[config.mk]
export PLATFORM = sky130hd
export DESIGN_NAME = ft12_frame_receiver
export DESIGN_NICKNAME = d
export VERILOG_FILES = /design/src/design/ft12_pkg.sv /design/src/design/ft12_parser.sv /design/src/design/ft12_rsp_buffer.sv /design/src/design/ft12_frame_receiver.sv
export SDC_FILE = /design/constraint.sdc
export NUM_CORES = 1
export LEC_CHECK = 0
export BUFFER_PORTS_ARGS = -buffer_cell sky130_fd_sc_hd__clkbuf_2
export CAP_MARGIN = 40
export CORE_MARGIN = 4
export CORE_UTILIZATION = 35
export CTS_BUF_LIST = sky130_fd_sc_hd__clkbuf_2
export DETAILED_ROUTE_END_ITERATION = 16
export GPL_ROUTABILITY_DRIVEN = 0
export PLACE_DENSITY = 0.53
export SETUP_SLACK_MARGIN = 0.3
export SLEW_MARGIN = 25
export SYNTH_ARGS = -nofsm -noshare
export SYNTH_HDL_FRONTEND = slang
export SYNTH_SLANG_ARGS = --single-unit
[constraint.sdc]
create_clock -name clock -period 6.9 [get_ports clock]
set_input_delay 0.345 -clock clock [delete_from_list [all_inputs] [get_ports clock]]
set_output_delay 0.345 -clock clock [all_outputs]
set_load 0.01 [all_outputs]
[src/design/ft12_pkg.sv]
// Shared types and codes for the FT1.2 frame receiver.
package ft12_pkg;

   // Result kinds
   localparam logic [1:0] KIND_ACK     = 2'd0;
   localparam logic [1:0] KIND_PAYLOAD = 2'd1;
   localparam logic [1:0] KIND_GOOD    = 2'd2;
   localparam logic [1:0] KIND_BAD     = 2'd3;

   // Frame error codes, first one found wins
   localparam logic [2:0] ERR_NONE   = 3'd0;
   localparam logic [2:0] ERR_LENGTH = 3'd1;
   localparam logic [2:0] ERR_START  = 3'd2;
   localparam logic [2:0] ERR_CTRL   = 3'd3;
   localparam logic [2:0] ERR_CKSUM  = 3'd4;
   localparam logic [2:0] ERR_STOP   = 3'd5;

   // Control register indexes
   localparam logic [2:0] CSR_START_CHAR   = 3'd0;
   localparam logic [2:0] CSR_STOP_CHAR    = 3'd1;
   localparam logic [2:0] CSR_ACK_CHAR     = 3'd2;
   localparam logic [2:0] CSR_CONTROL_ODD  = 3'd3;
   localparam logic [2:0] CSR_CONTROL_EVEN = 3'd4;

   // Register reset values
   localparam logic [7:0] START_CHAR_RESET   = 8'd104;
   localparam logic [7:0] STOP_CHAR_RESET    = 8'd22;
   localparam logic [7:0] ACK_CHAR_RESET     = 8'd229;
   localparam logic [7:0] CONTROL_ODD_RESET  = 8'd243;
   localparam logic [7:0] CONTROL_EVEN_RESET = 8'd211;

   typedef struct packed {
      logic [7:0] start_char;
      logic [7:0] stop_char;
      logic [7:0] ack_char;
      logic [7:0] control_odd;
      logic [7:0] control_even;
   } cfg_type;

   typedef struct packed {
      logic [1:0] kind;
      logic [7:0] payload_byte;
      logic [2:0] error_code;
      logic [7:0] payload_length;
   } result_type;

endpackage

[src/design/ft12_parser.sv]
// Frame parser: per-byte state update and result generation.
module ft12_parser
   import ft12_pkg::*;
(
   input  logic       clock,
   input  logic       reset,
   input  cfg_type    cfg,
   input  logic       step,
   input  logic [7:0] rx_byte,
   output logic       emit,
   output result_type result
);

   typedef enum logic [2:0] {
      PH_IDLE   = 3'd0,
      PH_LEN2   = 3'd1,
      PH_START2 = 3'd2,
      PH_BODY   = 3'd3,
      PH_CKSUM  = 3'd4,
      PH_STOP   = 3'd5
   } phase_type;

   phase_type  phase_ff, phase_in;
   logic       start_seen_ff, start_seen_in;
   logic [7:0] length_first_ff, length_first_in;
   logic [8:0] bytes_seen_ff, bytes_seen_in;
   logic [7:0] running_sum_ff, running_sum_in;
   logic       expect_odd_ff, expect_odd_in;
   logic [2:0] first_error_ff, first_error_in;

   logic [8:0] body_len;
   logic [8:0] bytes_next;
   logic [7:0] want_ctrl;
   logic [7:0] sum_next;
   logic [2:0] err_stop;

   // Zero length parses as one body byte
   assign body_len   = (length_first_ff == 8'd0) ? 9'd1 : {1'b0, length_first_ff};
   assign bytes_next = bytes_seen_ff + 9'd1;
   assign want_ctrl  = expect_odd_ff ? cfg.control_odd : cfg.control_even;
   assign sum_next   = running_sum_ff + rx_byte;
   assign err_stop   = ((first_error_ff == ERR_NONE) && (rx_byte != cfg.stop_char)) ?
                       ERR_STOP : first_error_ff;

   // Advance the frame state for one byte
   always_comb begin
      phase_in        = phase_ff;
      start_seen_in   = start_seen_ff;
      length_first_in = length_first_ff;
      bytes_seen_in   = bytes_seen_ff;
      running_sum_in  = running_sum_ff;
      expect_odd_in   = expect_odd_ff;
      first_error_in  = first_error_ff;
      emit            = 1'b0;
      result          = '0;
      if (step) begin
         case (phase_ff)
            PH_LEN2: begin
               if ((rx_byte != length_first_ff) && (first_error_ff == ERR_NONE))
                  first_error_in = ERR_LENGTH;
               phase_in = PH_START2;
            end
            PH_START2: begin
               if ((rx_byte != cfg.start_char) && (first_error_ff == ERR_NONE))
                  first_error_in = ERR_START;
               phase_in      = PH_BODY;
               bytes_seen_in = 9'd0;
            end
            PH_BODY: begin
               running_sum_in = sum_next;
               bytes_seen_in  = bytes_next;
               if (bytes_next >= body_len)
                  phase_in = PH_CKSUM;
               if (bytes_seen_ff == 9'd0) begin
                  // control byte
                  if ((rx_byte != want_ctrl) && (first_error_ff == ERR_NONE))
                     first_error_in = ERR_CTRL;
               end else begin
                  emit                = 1'b1;
                  result.kind         = KIND_PAYLOAD;
                  result.payload_byte = rx_byte;
               end
            end
            PH_CKSUM: begin
               if ((rx_byte != running_sum_ff) && (first_error_ff == ERR_NONE))
                  first_error_in = ERR_CKSUM;
               phase_in = PH_STOP;
            end
            PH_STOP: begin
               emit                  = 1'b1;
               result.payload_length = 8'(body_len - 9'd1);
               if (err_stop == ERR_NONE) begin
                  result.kind = KIND_GOOD;
               end else begin
                  result.kind       = KIND_BAD;
                  result.error_code = err_stop;
               end
               expect_odd_in   = ~expect_odd_ff;
               phase_in        = PH_IDLE;
               start_seen_in   = 1'b0;
               length_first_in = 8'd0;
               bytes_seen_in   = 9'd0;
               running_sum_in  = 8'd0;
               first_error_in  = ERR_NONE;
            end
            default: begin
               // Idle, and any unused phase code
               phase_in = PH_IDLE;
               if (start_seen_ff) begin
                  start_seen_in   = 1'b0;
                  length_first_in = rx_byte;
                  bytes_seen_in   = 9'd0;
                  running_sum_in  = 8'd0;
                  first_error_in  = (rx_byte == 8'd0) ? ERR_LENGTH : ERR_NONE;
                  phase_in        = PH_LEN2;
               end else if (rx_byte == cfg.start_char) begin
                  start_seen_in = 1'b1;
               end else if (rx_byte == cfg.ack_char) begin
                  emit        = 1'b1;
                  result.kind = KIND_ACK;
               end
            end
         endcase
      end
   end

   // Hold frame state
   always_ff @(posedge clock) begin
      if (reset) begin
         phase_ff        <= PH_IDLE;
         start_seen_ff   <= 1'b0;
         length_first_ff <= 8'd0;
         bytes_seen_ff   <= 9'd0;
         running_sum_ff  <= 8'd0;
         expect_odd_ff   <= 1'b1;
         first_error_ff  <= ERR_NONE;
      end else begin
         phase_ff        <= phase_in;
         start_seen_ff   <= start_seen_in;
         length_first_ff <= length_first_in;
         bytes_seen_ff   <= bytes_seen_in;
         running_sum_ff  <= running_sum_in;
         expect_odd_ff   <= expect_odd_in;
         first_error_ff  <= first_error_in;
      end
   end

endmodule

[src/design/ft12_rsp_buffer.sv]
// Two-entry result buffer driving the response channel.
module ft12_rsp_buffer
   import ft12_pkg::*;
(
   input  logic       clock,
   input  logic       reset,
   input  logic       push,
   input  result_type push_data,
   output logic       full,
   output logic       rsp_valid,
   input  logic       rsp_stall,
   output result_type head
);

   logic [1:0] count_ff, count_in;
   result_type head_ff, head_in;
   result_type tail_ff, tail_in;
   logic       pop;

   assign pop       = (count_ff != 2'd0) && !rsp_stall;
   assign full      = (count_ff == 2'd2);
   assign rsp_valid = (count_ff != 2'd0);
   assign head      = head_ff;

   // Shift entries toward the head on each transfer out
   always_comb begin
      count_in = count_ff;
      head_in  = head_ff;
      tail_in  = tail_ff;
      if (push && pop) begin
         if (count_ff == 2'd1) begin
            head_in = push_data;
         end else begin
            head_in = tail_ff;
            tail_in = push_data;
         end
      end else if (pop) begin
         head_in  = tail_ff;
         count_in = count_ff - 2'd1;
      end else if (push) begin
         if (count_ff == 2'd0)
            head_in = push_data;
         else
            tail_in = push_data;
         count_in = count_ff + 2'd1;
      end
   end

   // Hold fill count; entries need no reset
   always_ff @(posedge clock) begin
      if (reset)
         count_ff <= 2'd0;
      else
         count_ff <= count_in;
      head_ff <= head_in;
      tail_ff <= tail_in;
   end

endmodule

[src/design/ft12_frame_receiver.sv]
// Top level of the FT1.2 variable-length frame receiver.
//
//   channel | ports                              | direction
//   --------+------------------------------------+----------
//   req     | req_valid, req_stall, req_rx_byte  | in
//   rsp     | rsp_valid, rsp_stall, rsp_kind,    | out
//           | rsp_payload_byte, rsp_error_code,  |
//           | rsp_payload_length                 |
//   csr     | csr_write_enable, csr_index,       | in
//           | csr_write_data                     |
//
// One byte per cycle while req is not stalled. A byte is registered on transfer and
// parsed from the input register once the result buffer has room. Its result (if any)
// is written to the result buffer and offered on rsp from there.
// Parsing a byte uses compares and adds on the input register.
// Reset is synchronous and restores the register defaults and idle parse state.
// req stalls only when a byte waits in the input register and both result
// buffer entries are occupied.
module ft12_frame_receiver
   import ft12_pkg::*;
(
   input  logic       clock,
   input  logic       reset,
   input  logic       req_valid,
   output logic       req_stall,
   input  logic [7:0] req_rx_byte,
   output logic       rsp_valid,
   input  logic       rsp_stall,
   output logic [1:0] rsp_kind,
   output logic [7:0] rsp_payload_byte,
   output logic [2:0] rsp_error_code,
   output logic [7:0] rsp_payload_length,
   input  logic       csr_write_enable,
   input  logic [2:0] csr_index,
   input  logic [7:0] csr_write_data
);

   cfg_type    cfg_ff, cfg_in;
   logic       in_valid_ff, in_valid_in;
   logic [7:0] in_byte_ff, in_byte_in;
   logic       req_take;
   logic       step;
   logic       buf_full;
   logic       emit;
   result_type result;
   result_type head;

   // Update control registers
   always_comb begin
      cfg_in = cfg_ff;
      if (csr_write_enable) begin
         case (csr_index)
            CSR_START_CHAR:   cfg_in.start_char   = csr_write_data;
            CSR_STOP_CHAR:    cfg_in.stop_char    = csr_write_data;
            CSR_ACK_CHAR:     cfg_in.ack_char     = csr_write_data;
            CSR_CONTROL_ODD:  cfg_in.control_odd  = csr_write_data;
            CSR_CONTROL_EVEN: cfg_in.control_even = csr_write_data;
            default:          cfg_in = cfg_ff;
         endcase
      end
   end

   // Input register: advance when the buffer has room
   assign step      = in_valid_ff && !buf_full;
   assign req_stall = in_valid_ff && buf_full;
   assign req_take  = req_valid && !req_stall;

   always_comb begin
      in_valid_in = in_valid_ff;
      in_byte_in  = in_byte_ff;
      if (req_take) begin
         in_valid_in = 1'b1;
         in_byte_in  = req_rx_byte;
      end else if (step) begin
         in_valid_in = 1'b0;
      end
   end

   always_ff @(posedge clock) begin
      if (reset) begin
         cfg_ff.start_char   <= START_CHAR_RESET;
         cfg_ff.stop_char    <= STOP_CHAR_RESET;
         cfg_ff.ack_char     <= ACK_CHAR_RESET;
         cfg_ff.control_odd  <= CONTROL_ODD_RESET;
         cfg_ff.control_even <= CONTROL_EVEN_RESET;
         in_valid_ff         <= 1'b0;
      end else begin
         cfg_ff      <= cfg_in;
         in_valid_ff <= in_valid_in;
      end
      in_byte_ff <= in_byte_in;
   end

   ft12_parser u_parser (
      .clock   (clock),
      .reset   (reset),
      .cfg     (cfg_ff),
      .step    (step),
      .rx_byte (in_byte_ff),
      .emit    (emit),
      .result  (result)
   );

   ft12_rsp_buffer u_rsp_buffer (
      .clock     (clock),
      .reset     (reset),
      .push      (emit),
      .push_data (result),
      .full      (buf_full),
      .rsp_valid (rsp_valid),
      .rsp_stall (rsp_stall),
      .head      (head)
   );

   assign rsp_kind           = head.kind;
   assign rsp_payload_byte   = head.payload_byte;
   assign rsp_error_code     = head.error_code;
   assign rsp_payload_length = head.payload_length;

`ifndef SYNTHESIS
   // A stall on req only comes with a byte held in the input register
   a_stall_needs_held_byte: assert property (@(posedge clock) disable iff (reset)
      req_stall |-> in_valid_ff)
      else $error("req stalled with empty input register");

   // Parser never pushes into a full buffer
   a_no_push_when_full: assert property (@(posedge clock) disable iff (reset)
      emit |-> !buf_full)
      else $error("result pushed into full buffer");

   // Only a bad frame carries an error code
   a_error_only_on_bad: assert property (@(posedge clock) disable iff (reset)
      (rsp_valid && (rsp_kind != KIND_BAD)) |-> (rsp_error_code == ERR_NONE))
      else $error("error code on a non-bad result");

   // A bad frame always names its error
   a_bad_has_code: assert property (@(posedge clock) disable iff (reset)
      (rsp_valid && (rsp_kind == KIND_BAD)) |-> (rsp_error_code != ERR_NONE))
      else $error("bad frame without error code");
`endif

endmodule
== Word-level counts from Yosys, hierarchy flattened ==
Cells that the tools add are included.
Widths: inputs -> output; s select.
Word-level totals
  flip-flop bits (word level): 126
  bits of input ports: 24
  output and inout port bits: 23
  logic and storage cells: 160
Cells by class
  $add $sub $neg: 5
  order comparisons: 1
  equality and inequality tests: 27
  mux-type cells: 50
  bitwise operators: 5
  reductions and logical operators: 49
Operators with widths (count)
  $mux 21: 11
  $mux 8: 5
  $ne 8x8->1: 5
  $pmux 3 s5: 2
  $mux 3: 9
  $pmux 9 s3: 1
  $pmux 8 s3: 1
  $reduce_and 2->1: 10
  $mux 9: 2
  $eq 8x8->1: 2
  $logic_not 8->1: 2
  $pmux 8 s2: 1
  $ne 2x1->1 const B: 7
  $eq 3x2->1 const B: 4
  $mux 1: 12
  $reduce_bool 3->1: 4
  $mux 11: 1
  $logic_and 1x1->1: 10
  $reduce_bool 2->1: 5
  $add 9x1->9 const B: 1
  $eq 3x3->1 const B: 3
  $ge 9x9->1: 1
  $logic_not 3->1: 3
  $logic_not 9->1: 1
  22 further kinds: 34

== Depth between registers and ports, before layout ==
  depth in word-level cells: 11
  mapped depth: 12
  gate-level depth less buffers: 11

== Hierarchy ==
Synthesis repeated with hierarchy kept, for this count alone.
Unflattened totals
  cells, all modules: 629
  area, all modules: 6591.3 µm²
By module, submodules not included
  ft12_parser: times used 1, cells an instance 375, area an instance 2919.0 µm², seq. area each 660.6 µm²
  ft12_frame_receiver: times used 1, cells an instance 168, area an instance 1886.8 µm², seq. area each 1061.0 µm²
  ft12_rsp_buffer: times used 1, cells an instance 86, area an instance 1785.5 µm², seq. area each 1301.2 µm²

== Worst setup path after synthesis ==
Ideal clock, no wire load.
  path kind: flip-flop to flip-flop
  from: reg in_byte_ff[5]
  to: reg u_rsp_buffer.tail_ff[0] (netlist bit), enable pin
  setup time: 406 ps
  arrival time: 2810 ps
  required time: 6494 ps
  slack: 3684 ps
  cell stages (with the launch flop): 9
  period minus slack after synthesis: 3216 ps
  path through: edfxtp_1 buf_6 xor2_1 nor4_2 o2111ai_1 a221oi_2 ha_1 nand2b_1 a21oi_1
On the way
  cells in the longest elaborated chain, start to end: 9
RTL lines
  start: declaration: RTL line ft12_frame_receiver.sv:40  | logic [7:0] in_byte_ff, in_byte_in;
  start signal: assignment: RTL line ft12_frame_receiver.sv:91  | in_byte_ff <= in_byte_in;
  $eq 8x8->1: RTL line ft12_parser.sv:118  | end else if (rx_byte == cfg.ack_char) begin
  $mux 1: RTL line ft12_parser.sv:118
  $mux 1 *: RTL line ft12_parser.sv:116  | end else if (rx_byte == cfg.start_char) begin
  $mux 1 *: RTL line ft12_parser.sv:109  | if (start_seen_ff) begin
  $pmux 1 s3 *: RTL line ft12_parser.sv:57  | case (phase_ff)
  $mux 1 *: RTL line ft12_parser.sv:56  | if (step) begin
  $logic_and 1x1->1: RTL line ft12_rsp_buffer.sv:30  | if (push && pop) begin
  $ne 2x2->1 (no line), or another cell as far along
  $reduce_and 4->1 (no line) *
  end signal: assignment: RTL line ft12_rsp_buffer.sv:56  | tail_ff <= tail_in;
  end: declaration: RTL line ft12_rsp_buffer.sv:17  | result_type tail_ff, tail_in;
Mark *: on every way between the ends. The rest lies on a longest branch, timed or not.
A chain may end at the register's enable or synchronous reset.

==> flow_metrics.tcl <==
set metrics [dict create \
    instances_no_fill 946 \
    hp-class "input pin to flip-flop" \
    worstPathArrival_ns 3.77 \
    period_share_pct 47.5 \
    ys_seq_elements 126 \
    place_area_sq_mm 0.00686 \
    timing.hold.ws_ns 0.0609 \
    start_kind "flip-flop" \
    synthTopCellsByArea "dfxtp_1 (24%), edfxtp_1 (23%), xnor2_1 (6.1%), nand2_1 (5.5%), ha_1 (4.3%)" \
    ir_drop_v 0.000163 \
    setup-tns-final_ns 0 \
    hpwlAfterDp_mm 11.2 \
    leakage_nw 2.76 \
    dieArea_sq_mm 0.0207 \
    avgSynthCellArea_sq_um 10.0 \
    ant_nets 0 \
    drv_cap 0 \
    fp.dieW_microns 144 \
    setup_viol 0 \
    yosysTopAreaCellShare_pct 23.6 \
    cp_max_fo 19 \
    multi_input_comb_area_sq_mm 0.00320 \
    grt_max_degree 47 \
    num_rows 49 \
    overflow 0 \
    seq_area_sq_mm 0.00302 \
    final_nets 750 \
    cts_buffers 17 \
    drt-vias-per-instance 5.12 \
    drc 0 \
    path_class "flip-flop to flip-flop" \
    root_buffer "clkbuf_2" \
    synth_enable_flop_cells 50 \
    grtUsageTotal_pct 15.8 \
    synthArstFlopShare_pct 0 \
    dp_cells 894 \
    yosysTopAreaCell "dfxtp_1" \
    highest_layer "met4" \
    end_kind "flip-flop" \
    synth_cells 645 \
    fin_util_pct 40.4 \
    wl_met2_mm 7.22 \
    core_sq_mm 0.0180 \
    min_period_ns 3.27 \
    fmax_mhz 305 \
    layout_commonest_cell "nand2_1" \
    portBuffers 46 \
    wl_per_cell_microns 16.5 \
    totalWireLength_mm 15.6 \
    synth_warnings 0 \
    clockBufferDepth 2 \
    clock_sinks 126 \
    clk-insertion-delay-late_ns 0.73 \
    report.final.hold_viol_count 0 \
    cts_max_level 4 \
    die_y_microns 144 \
    start_util_pct 35.8 \
    clk_pin_slew_ns 0.21 \
    design_area_sq_mm 0.00728 \
    final_cell_mix "nand2_1 (94), dfxtp_1 (76), clkbuf_2 (63), nor2_1 (53), edfxtp_1 (50)" \
    netlist_area_sq_mm 0.00645 \
    synth_nets 692 \
    vias 4847 \
    cts_setup_buffers 0 \
    post_cts_resized 0 \
    layout-drive-gt1-share_pct 17.3 \
    drt-met1-wl_mm 7.40 \
    io_pins 47 \
    synth-seq-area-share_pct 46.8 \
    tritoncts "yes" \
    areaGrowthSynthToFinish_pct 12.9 \
    first_pass_iters 5 \
    wl_met3_microns 765 \
    yosysUniqueCellTypes 67 \
    drv_slew 0 \
    fin_skew_ns 0.0331 \
    nFillCells 1831 \
    grt_pass1_wl_mm 25.4 \
    required_ns 7.39 \
    first_iter_violations 287 \
    grt_pass1_vias 4907 \
    yosys_most_used_dff "dfxtp_1" \
    power_density_mw_per_mm2 223 \
    rsz0062_at_grt "no" \
    antenna_found_initial 1 \
    slew-limit-headroom_pct 47.8 \
    status "completed" \
    worst_pin_slew_ns 0.783 \
]
## sequential cells by signal, indices dropped and copies added (netlist names)
register	cells
u_rsp_buffer.count_ff	2
u_parser.bytes_seen_ff	9
u_parser.start_seen_ff	1
cfg_ff	40
u_parser.first_error_ff	3
u_parser.running_sum_ff	8
u_parser.length_first_ff	8
u_rsp_buffer.tail_ff	21
in_valid_ff	1
u_parser.phase_ff	3
u_rsp_buffer.head	21
in_byte_ff	8
u_parser.expect_odd_ff	1
## through the flow
stage               power [mW]  setup WS [ns]
floorplan                 1.07           3.68
global placement          1.15           3.52
detailed placement        1.17           3.69
CTS                       1.64           3.65
global route              1.71           3.51
finish                    1.62           3.63
## path summary, 6_finish.rpt
check,to,slack [ns],startpoint,depth (start not counted)
max,u_rsp_buffer.head[1],3.63,in_byte_ff[5],9
min reg2reg,cfg_ff[2],0.47,cfg_ff[2],2
min,cfg_ff[26],0.06,csr_index[1],4
max reg2reg,u_rsp_buffer.head[1],3.63,in_byte_ff[5],9
## kinds of logic (layout without fill, tap and decap cells)
logic type	Yosys count	count (layout)	share of synthesized area (%)
buffers and inverters	52	123	3.82
adders and majority gates	23	23	4.57
AOI/OAI and AO/OA	103	103	11.9
other	0	1	0
xor gates and xnor gates	62	62	8.41
and+or+nand+nor	238	238	17.7
muxes	41	41	6.73
DFF	126	126	46.8
## final cells by class
class / instances / area share (%)
diodes: 1 / 0.0344
clock inverters: 15 / 1.96
flip-flops and latches: 126 / 41.5
multi-input cells: 467 / 43.9
clock buffers: 17 / 1.17
repair buffers: 70 / 6.42
well taps: 229 / 3.93
inverters: 21 / 1.08
## worst max-delay path, cell delays in order, from the launching register on
cell       delay [ns]
edfxtp_1         0.63
xor2_1           0.23
nor4_2           0.28
o2111ai_1        0.17
a221oi_2         0.47
ha_1             0.31
nand2b_1         0.14
o31ai_4          0.17
buf_6            0.26
mux2_2           0.36
## what timing repair did
| action | CTS | global route |
|---|---|---|
| endpoints found under the hold margin | 49 | 0 |
| hold buffers | 17 | 0 |
| endpoints found under the setup margin | 0 | 0 |
## report_power, final
part           switching [mW]  internal (mW)
sequential             0.0319          0.839
clock                   0.296          0.166
combinational           0.159          0.131
total                   0.487           1.14
## cell usage after synthesis (8+ instances only)
cell type	n
inv_1	18
a22o_1	8
nand3_1	23
o21ai_0	13
nand2_1	94
nor2_1	53
ha_1	22
a21oi_1	28
buf_2	11
dfxtp_1	76
a22oi_1	8
xnor2_1	45
mux2_2	15
xor2_1	17
edfxtp_1	50
clkbuf_1	13
and3_1	14
mux2i_1	25
## per-layer routing
layer | global-route usage (%) | up-vias
li1 | - | 2393
met1 | 21.1 | 2323
met2 | 24.8 | 112
met3 | 3.79 | 19
met4 | 6.10 | 0
met5 | 0 | -
(Power assumes the default switching activity.)
